$ cat config.mk
export PLATFORM = sky130hd
export DESIGN_NAME = rtc_three_wire_master_core
export DESIGN_NICKNAME = d
export VERILOG_FILES = /design/src/design/rtcw_pkg.sv /design/src/design/rtc_three_wire_master_core.sv
export SDC_FILE = /design/constraint.sdc
export NUM_CORES = 1
export LEC_CHECK = 0
export ABC_AREA = 1
export CORE_UTILIZATION = 62
export CTS_BUF_LIST = sky130_fd_sc_hd__clkbuf_4 sky130_fd_sc_hd__clkbuf_8
export CTS_CLUSTER_DIAMETER = 80
export DETAILED_ROUTE_END_ITERATION = 16
export DONT_BUFFER_PORTS = 1
export GPL_TIMING_DRIVEN = 0
export PLACE_DENSITY = 0.76
export SYNTH_ARGS = -nofsm -noshare
export SYNTH_HDL_FRONTEND = slang
export SYNTH_SLANG_ARGS = --single-unit
export TNS_END_PERCENT = 10
$ cat constraint.sdc
create_clock -name clk_i -period 10 [get_ports clk_i]
set_clock_uncertainty 0.15 [all_clocks]
set_input_delay 2 -clock clk_i [delete_from_list [all_inputs] [get_ports clk_i]]
set_output_delay 2 -clock clk_i [all_outputs]
set_load 0.01 [all_outputs]
$ cat src/design/rtcw_pkg.sv
// Package with the phase type and fixed constants of the three-wire clock master.
package rtcw_pkg;

  typedef enum logic [5:0] {
    PH_IDLE  = 6'b000001,
    PH_RAISE = 6'b000010,
    PH_CMD   = 6'b000100,
    PH_WR    = 6'b001000,
    PH_RD    = 6'b010000,
    PH_END   = 6'b100000
  } phase_e;

  typedef enum logic [1:0] {
    CFG_WRITE_LOW = 2'd0,
    CFG_READ_LOW  = 2'd1,
    CFG_HIGH      = 2'd2
  } cfg_idx_e;

  localparam logic [7:0] CMD_READ  = 8'h61;
  localparam logic [7:0] CMD_WRITE = 8'h60;

  localparam logic [3:0] WRITE_LOW_RESET = 4'd3;
  localparam logic [3:0] READ_LOW_RESET  = 4'd5;
  localparam logic [3:0] HIGH_RESET      = 4'd1;

  localparam logic [3:0] MAX_BYTES = 4'd8;
  localparam logic [2:0] LAST_BIT  = 3'd7;

endpackage

$ cat src/design/rtc_three_wire_master_core.sv
// Top level of the three-wire real-time clock master, one tick per input beat.
// A result beat appears in the cycle after its input beat is accepted.
// One input beat per cycle while the receiver takes the results; the sequencer state and the output
// register are updated together, so back-to-back beats are taken without gaps.
// Reset clears the sequencer to idle, the tick registers to their defaults and
// the output register to empty.
module rtc_three_wire_master_core (
  input  logic        clk_i,
  input  logic        rst_ni,
  input  logic        in_valid_i,
  output logic        in_ready_o,
  input  logic        start_req_i,
  input  logic        write_mode_i,
  input  logic [2:0]  reg_index_i,
  input  logic [3:0]  byte_count_i,
  input  logic [63:0] write_payload_i,
  input  logic        sio_in_i,
  output logic        out_valid_o,
  input  logic        out_ready_i,
  output logic        sck_o,
  output logic        sio_out_o,
  output logic        sio_drive_o,
  output logic        chip_select_o,
  output logic [63:0] read_payload_o,
  output logic        done_res_o,
  output logic        busy_res_o,
  input  logic        cfg_we_i,
  input  logic [1:0]  cfg_idx_i,
  input  logic [3:0]  cfg_wdata_i
);

  logic [3:0] wr_low_q, rd_low_q, high_q;

  rtcw_pkg::phase_e phase_q, phase_d;
  logic [3:0]  tick_q, tick_d;
  logic        clk_high_q, clk_high_d;
  logic [2:0]  bit_q, bit_d;
  logic [3:0]  left_q, left_d;
  logic [7:0]  cmd_q, cmd_d;
  logic [63:0] sout_q, sout_d;
  logic [63:0] sin_q, sin_d;
  logic        is_write_q, is_write_d;

  logic        out_valid_q;
  logic        sck_q, sdo_q, drv_q, cs_q, done_q, busy_q;
  logic [63:0] rdp_q;

  logic        sck_c, sdo_c, drv_c, cs_c, done_c, busy_c;
  logic        accept;
  logic [3:0]  low_raw, low_lim, high_lim, cnt_clamp, left_dec;
  logic [4:0]  tick_nxt;
  logic        adv_high, adv_end;
  logic [3:0]  adv_tick;

  assign in_ready_o = !out_valid_q || out_ready_i;
  assign accept     = in_valid_i && in_ready_o;

  always_ff @(posedge clk_i or negedge rst_ni) begin
    if (!rst_ni) begin
      wr_low_q <= rtcw_pkg::WRITE_LOW_RESET;
      rd_low_q <= rtcw_pkg::READ_LOW_RESET;
      high_q   <= rtcw_pkg::HIGH_RESET;
    end else if (cfg_we_i) begin
      unique case (cfg_idx_i)
        rtcw_pkg::CFG_WRITE_LOW: wr_low_q <= cfg_wdata_i;
        rtcw_pkg::CFG_READ_LOW:  rd_low_q <= cfg_wdata_i;
        rtcw_pkg::CFG_HIGH:      high_q   <= cfg_wdata_i;
        default: ;
      endcase
    end
  end

  // Bit timing shared by the command, write and read phases.
  always_comb begin
    low_raw  = (phase_q == rtcw_pkg::PH_RD) ? rd_low_q : wr_low_q;
    low_lim  = (low_raw == 4'd0) ? 4'd1 : low_raw;
    high_lim = (high_q == 4'd0) ? 4'd1 : high_q;
    tick_nxt = {1'b0, tick_q} + 5'd1;
    adv_end  = 1'b0;
    adv_high = clk_high_q;
    adv_tick = tick_nxt[3:0];
    if (!clk_high_q) begin
      if (tick_nxt >= {1'b0, low_lim}) begin
        adv_tick = 4'd0;
        adv_high = 1'b1;
      end
    end else if (tick_nxt >= {1'b0, high_lim}) begin
      adv_tick = 4'd0;
      adv_high = 1'b0;
      adv_end  = 1'b1;
    end
    cnt_clamp = (byte_count_i > rtcw_pkg::MAX_BYTES) ? rtcw_pkg::MAX_BYTES : byte_count_i;
    left_dec  = (left_q != 4'd0) ? left_q - 4'd1 : left_q;
  end

  always_comb begin
    phase_d    = phase_q;
    tick_d     = tick_q;
    clk_high_d = clk_high_q;
    bit_d      = bit_q;
    left_d     = left_q;
    cmd_d      = cmd_q;
    sout_d     = sout_q;
    sin_d      = sin_q;
    is_write_d = is_write_q;
    sck_c      = 1'b1;
    sdo_c      = 1'b0;
    drv_c      = 1'b0;
    cs_c       = 1'b0;
    done_c     = 1'b0;
    busy_c     = 1'b0;
    unique case (phase_q) inside
      rtcw_pkg::PH_IDLE: begin
        if (start_req_i) begin
          is_write_d = write_mode_i;
          left_d     = cnt_clamp;
          cmd_d      = {4'd0, reg_index_i, 1'b0}
                       | (write_mode_i ? rtcw_pkg::CMD_WRITE : rtcw_pkg::CMD_READ);
          sout_d     = write_mode_i ? write_payload_i : 64'd1;
          sin_d      = 64'd0;
          tick_d     = 4'd0;
          bit_d      = 3'd0;
          clk_high_d = 1'b0;
          drv_c      = 1'b1;
          busy_c     = 1'b1;
          phase_d    = rtcw_pkg::PH_RAISE;
        end
      end
      rtcw_pkg::PH_RAISE: begin
        cs_c    = 1'b1;
        drv_c   = 1'b1;
        busy_c  = 1'b1;
        phase_d = rtcw_pkg::PH_CMD;
      end
      rtcw_pkg::PH_CMD: begin
        cs_c       = 1'b1;
        drv_c      = 1'b1;
        busy_c     = 1'b1;
        sck_c      = clk_high_q;
        sdo_c      = cmd_q[7];
        tick_d     = adv_tick;
        clk_high_d = adv_high;
        if (adv_end) begin
          cmd_d = {cmd_q[6:0], 1'b0};
          if (bit_q != rtcw_pkg::LAST_BIT) begin
            bit_d = bit_q + 3'd1;
          end else begin
            bit_d = 3'd0;
            if (left_q == 4'd0) begin
              phase_d = rtcw_pkg::PH_END;
            end else begin
              phase_d = is_write_q ? rtcw_pkg::PH_WR : rtcw_pkg::PH_RD;
            end
          end
        end
      end
      rtcw_pkg::PH_WR, rtcw_pkg::PH_RD: begin
        cs_c       = 1'b1;
        drv_c      = (phase_q == rtcw_pkg::PH_WR);
        busy_c     = 1'b1;
        sck_c      = clk_high_q;
        sdo_c      = (phase_q == rtcw_pkg::PH_WR) && sout_q[0];
        tick_d     = adv_tick;
        clk_high_d = adv_high;
        if (adv_end) begin
          if (phase_q == rtcw_pkg::PH_WR) begin
            sout_d = {1'b0, sout_q[63:1]};
          end else begin
            sin_d  = sio_in_i ? (sin_q | sout_q) : sin_q;
            sout_d = {sout_q[62:0], 1'b0};
          end
          if (bit_q != rtcw_pkg::LAST_BIT) begin
            bit_d = bit_q + 3'd1;
          end else begin
            bit_d  = 3'd0;
            left_d = left_dec;
            if (left_dec == 4'd0) begin
              phase_d = rtcw_pkg::PH_END;
            end
          end
        end
      end
      rtcw_pkg::PH_END: begin
        done_c  = 1'b1;
        phase_d = rtcw_pkg::PH_IDLE;
      end
      default: phase_d = rtcw_pkg::PH_IDLE;
    endcase
  end

  always_ff @(posedge clk_i or negedge rst_ni) begin
    if (!rst_ni) begin
      phase_q    <= rtcw_pkg::PH_IDLE;
      tick_q     <= 4'd0;
      clk_high_q <= 1'b0;
      bit_q      <= 3'd0;
      left_q     <= 4'd0;
      cmd_q      <= 8'd0;
      sout_q     <= 64'd0;
      sin_q      <= 64'd0;
      is_write_q <= 1'b0;
      out_valid_q <= 1'b0;
    end else begin
      if (accept) begin
        phase_q    <= phase_d;
        tick_q     <= tick_d;
        clk_high_q <= clk_high_d;
        bit_q      <= bit_d;
        left_q     <= left_d;
        cmd_q      <= cmd_d;
        sout_q     <= sout_d;
        sin_q      <= sin_d;
        is_write_q <= is_write_d;
      end
      out_valid_q <= accept || (out_valid_q && !out_ready_i);
    end
  end

  always_ff @(posedge clk_i) begin
    if (accept) begin
      sck_q  <= sck_c;
      sdo_q  <= sdo_c;
      drv_q  <= drv_c;
      cs_q   <= cs_c;
      done_q <= done_c;
      busy_q <= busy_c;
      rdp_q  <= sin_d;
    end
  end

  assign out_valid_o    = out_valid_q;
  assign sck_o          = sck_q;
  assign sio_out_o      = sdo_q;
  assign sio_drive_o    = drv_q;
  assign chip_select_o  = cs_q;
  assign read_payload_o = rdp_q;
  assign done_res_o     = done_q;
  assign busy_res_o     = busy_q;

  a_done_idle_pins: assert property (@(posedge clk_i) disable iff (!rst_ni)
    out_valid_q && done_q |-> !busy_q && !cs_q && !drv_q)
    else $error("Done beat shows an active bus.");

  a_released_low: assert property (@(posedge clk_i) disable iff (!rst_ni)
    out_valid_q && !drv_q |-> !sdo_q)
    else $error("Data level set while the pin is released.");

  a_end_to_idle: assert property (@(posedge clk_i) disable iff (!rst_ni)
    accept && phase_q == rtcw_pkg::PH_END |=> phase_q == rtcw_pkg::PH_IDLE)
    else $error("End phase did not return to idle.");

  a_ready_when_empty: assert property (@(posedge clk_i) disable iff (!rst_ni)
    !out_valid_q |-> in_ready_o)
    else $error("Input stalled with an empty output register.");

endmodule

==> flow_metrics.py <==
metrics = {
    "place": {
        "hpwl_um": 19500,
        "gp_congestion": 0.906,
        "port_buffers": 0,
    },
    "setup_path": {
        "path_class": "input pin to output port",
        "crit_arrival_ps": 2150,
        "path_buf_inv": 1,
        "cp-endpoint": "in_ready_o",
        "critical_path.max_stage_delay_ps": 130,
        "worst-r2r-cell-count": 12,
        "path_cells": "inv_1 > nand2_1",
        "cpLargestDelayFamily": "simple AND/OR/NAND/NOR gates",
        "critPathLaunchType": "input pin",
        "critical_path_required_ps": 7850,
        "reg2reg_from": "tick_q[0]$_DFFE_PN0P_",
        "slowest_stage": "nand2_1",
        "path_depth": 2,
        "r2r_slack_ps": 6560,
        "crit_start": "out_ready_i",
        "cp-end-kind": "output port",
        "worstPathMaxFanout": 3,
        "reg2reg_to": "sin_q[61]$_DFFE_PN0P_",
    },
    "cells_and_area": {
        "layout-drive-gt1-share_pct": 9.38,
        "syn_to_final_growth_pct": 9.90,
        "fin_nets": 1493,
    },
    "synthesis": {
        "synth.avg_cell_area_um2": 8.32,
        "ys_seq_elements": 238,
        "ys_async_sr_fraction_pct": 70.6,
        "ys_warn_count": 0,
        "synth-edff-count": 70,
        "syn-cell-area_mm2": 0.0113,
        "yosysSeqAreaShare_pct": 56.1,
        "postSynthNetCount": 1450,
        "ys.flop_type": "dfrtp_1",
        "syn_inst": 1353,
        "ys_types": 32,
    },
    "sta": {
        "fin_crit_ps": 4300,
        "tightestPinTransition_ps": 727,
        "hold_violations": 0,
        "slew-limit-headroom_pct": 51.5,
        "maxSlewViolCount": 0,
        "fin_setup_tns_ps": 0,
        "fmax_mhz": 233,
        "setup_viol": 0,
        "min_period_over_period_pct": 43.0,
        "rsz0062_at_grt": "no",
    },
    "power": {
        "power_mw": 2.89,
        "pwr-share-comb_pct": 24.1,
        "p_switching_mw": 1.02,
        "p_per_area_mw_per_mm2": 234,
        "ir_drop_v": 0.000149,
        "power.share.switching_pct": 35.5,
        "seqPwrFrac_pct": 45.6,
        "internal_power_mw": 1.87,
        "p_leak_nw": 6.04,
        "power_frac_clock_pct": 30.3,
    },
    "cts": {
        "post_cts_buffers": 0,
        "cts_buffer_depth": 3,
        "cts_sinks": 238,
        "cts_root_buf": "clkbuf_8",
        "cts_resized": 0,
        "cts_tree": "built",
        "cts_made_buffers": 40,
        "clock_latency_ps": 540,
        "clk_pin_slew_ps": 50,
        "htree_num_levels": 2,
        "hold_buffers": 0,
    },
    "die": {
        "start_util_pct": 64.2,
        "io_pins": 157,
        "die_area_mm2": 0.0187,
        "die_h_um": 137,
        "die_w_um": 137,
        "fp-row-count": 48,
        "coreArea_mm2": 0.0175,
    },
    "grt": {
        "grt_max_degree": 169,
        "grt_pass1_wl_um": 45800,
        "antenna_found_initial": 1,
        "grt_util_all_layers_pct": 31.8,
        "overflow": 0,
        "grt_pass1_vias": 9042,
    },
    "route": {
        "wl_per_cell_um": 17.6,
        "vias": 9568,
        "avgViaCountPerCell": 5.78,
        "wl_um": 29200,
        "drc": 0,
        "ant_nets": 0,
        "drt_iter0_drc": 850,
        "dr.pass1.iters": 6,
    },
    "run_status": {
        "status": "finished, final reports clean",
    },
    "run": {
        "drv_cap": 0,
    },
    "min_path": {
        "hp-class": "flop to flop",
    },
}
## worst min path at each step
stage          slack [ps]               endpoint  depth (start not counted)                  start
5_1_grt               350   sin_q[2]$_DFFE_PN0P_                          2   sin_q[2]$_DFFE_PN0P_
6_report              330  sin_q[52]$_DFFE_PN0P_                          2  sin_q[52]$_DFFE_PN0P_
3_3_place_gp          310  sin_q[35]$_DFFE_PN0P_                          2  sin_q[35]$_DFFE_PN0P_
3_5_place_dp          320  sin_q[55]$_DFFE_PN0P_                          2  sin_q[55]$_DFFE_PN0P_
4_1_cts               330  sin_q[21]$_DFFE_PN0P_                          2  sin_q[21]$_DFFE_PN0P_
2_1_floorplan         300   cmd_q[4]$_DFFE_PN0P_                          2   cmd_q[4]$_DFFE_PN0P_
## power by group through the flow
stage | Clock, mW | Combinational, mW | Sequential, mW
floorplan | 0 | 0.507 | 1.30
global placement | 0 | 0.665 | 1.33
detailed placement | 0 | 0.686 | 1.33
CTS | 0.888 | 0.690 | 1.31
global route | 0.931 | 0.777 | 1.34
finish | 0.875 | 0.697 | 1.32
## tightest hold or removal path: stages, from the launching register on
cell     delay, ps
dfrtp_1        340
nand2_1         60
nand2_1         50
## logic make-up after synthesis
group	count (synthesis)	synth area share, %
xor+xnor	4	0.311
flops	238	56.1
mux	6	0.533
simple gates	847	31.4
fa+ha+maj	12	1.33
compound gates	116	5.30
buf+inv	130	5.01
## metal layers
layer	routed length, um	GRT usage (%)	part of all wire, %
met1	12000	42.8	41
met2	13400	50.3	46
met3	2680	6.19	9.2
met4	1040	14.0	3.6
met5	0	0	0
## flip-flops by register name, summed over array words and instances, names as in the netlist, 3 cells and up
signal and cells:
left_q 4, rd_low_q 4, high_q 4, wr_low_q 4, phase_q 6, sout_q 64, cmd_q 8, read_payload_o 64
tick_q 4, bit_q 3, sin_q 64
## cell usage after synthesis, types with 9 or more instances
cell type    n  share of area, %
nand4_1     64               3.6
nand3_1     87               3.9
ha_1        12               1.3
nand2_1    662                22
edfxtp_1    70                19
clkbuf_1    33               1.1
o21ai_0     55               2.4
dfrtp_1    162                36
inv_1       48               1.6
buf_1        9              0.30
o21ai_1     50               2.2
nor2_1      14              0.47
buf_2       25               1.1
## per-stage QoR
| stage | instance area [um^2] | hold slack (ps) | worst slack (ps) | util (%) | instances |
|---|---|---|---|---|---|
| 6_report | 12400 | 328 | 5700 | 70.6 | 1654 |
| 3_3_place_gp | 11500 | 311 | 3790 | 65.8 | 1578 |
| 5_1_grt | 12400 | 347 | 5690 | 70.6 | 1654 |
| 4_1_cts | 12400 | 331 | 5700 | 70.6 | 1653 |
| 2_1_floorplan | 11300 | 296 | 4950 | - | 1353 |
| 3_5_place_dp | 11600 | 316 | 5700 | 66.0 | 1579 |
## placed cells by master, fill, tap and decap left out, types with 2 or more instances in the layout
master / instances
o21ai_0: 55
nand3_1: 87
nor3_1: 2
a31o_2: 2
clkinvlp_4: 2
buf_1: 9
a21oi_1: 6
mux2i_1: 6
clkbuf_4: 19
buf_4: 4
clkinv_2: 2
nor2_4: 3
nand3_2: 4
o21ai_1: 50
nand2_1: 662
edfxtp_1: 70
nand4_1: 64
or2_2: 3
dfstp_2: 6
buf_6: 4
clkinv_1: 8
clkbuf_1: 32
nand2_2: 3
nor2_1: 14
buf_2: 25
dfrtp_1: 162
clkbuf_8: 42
xor2_1: 4
ha_1: 12
inv_2: 7
inv_1: 48
nor2_2: 3
## layout make-up
type / instances / area [um^2]
well taps: 225 / 282
flip-flops and latches: 238 / 6310
plain buffers: 75 / 362
fillers: 1418 / 5160
clock buffers: 60 / 713
repair buffers: 1 / 20.0
diodes: 1 / 2.50
clock inverters: 14 / 93.8
inverters: 55 / 206
multi-input cells: 985 / 4380
Note: power is estimated with default switching activity, not from simulation.
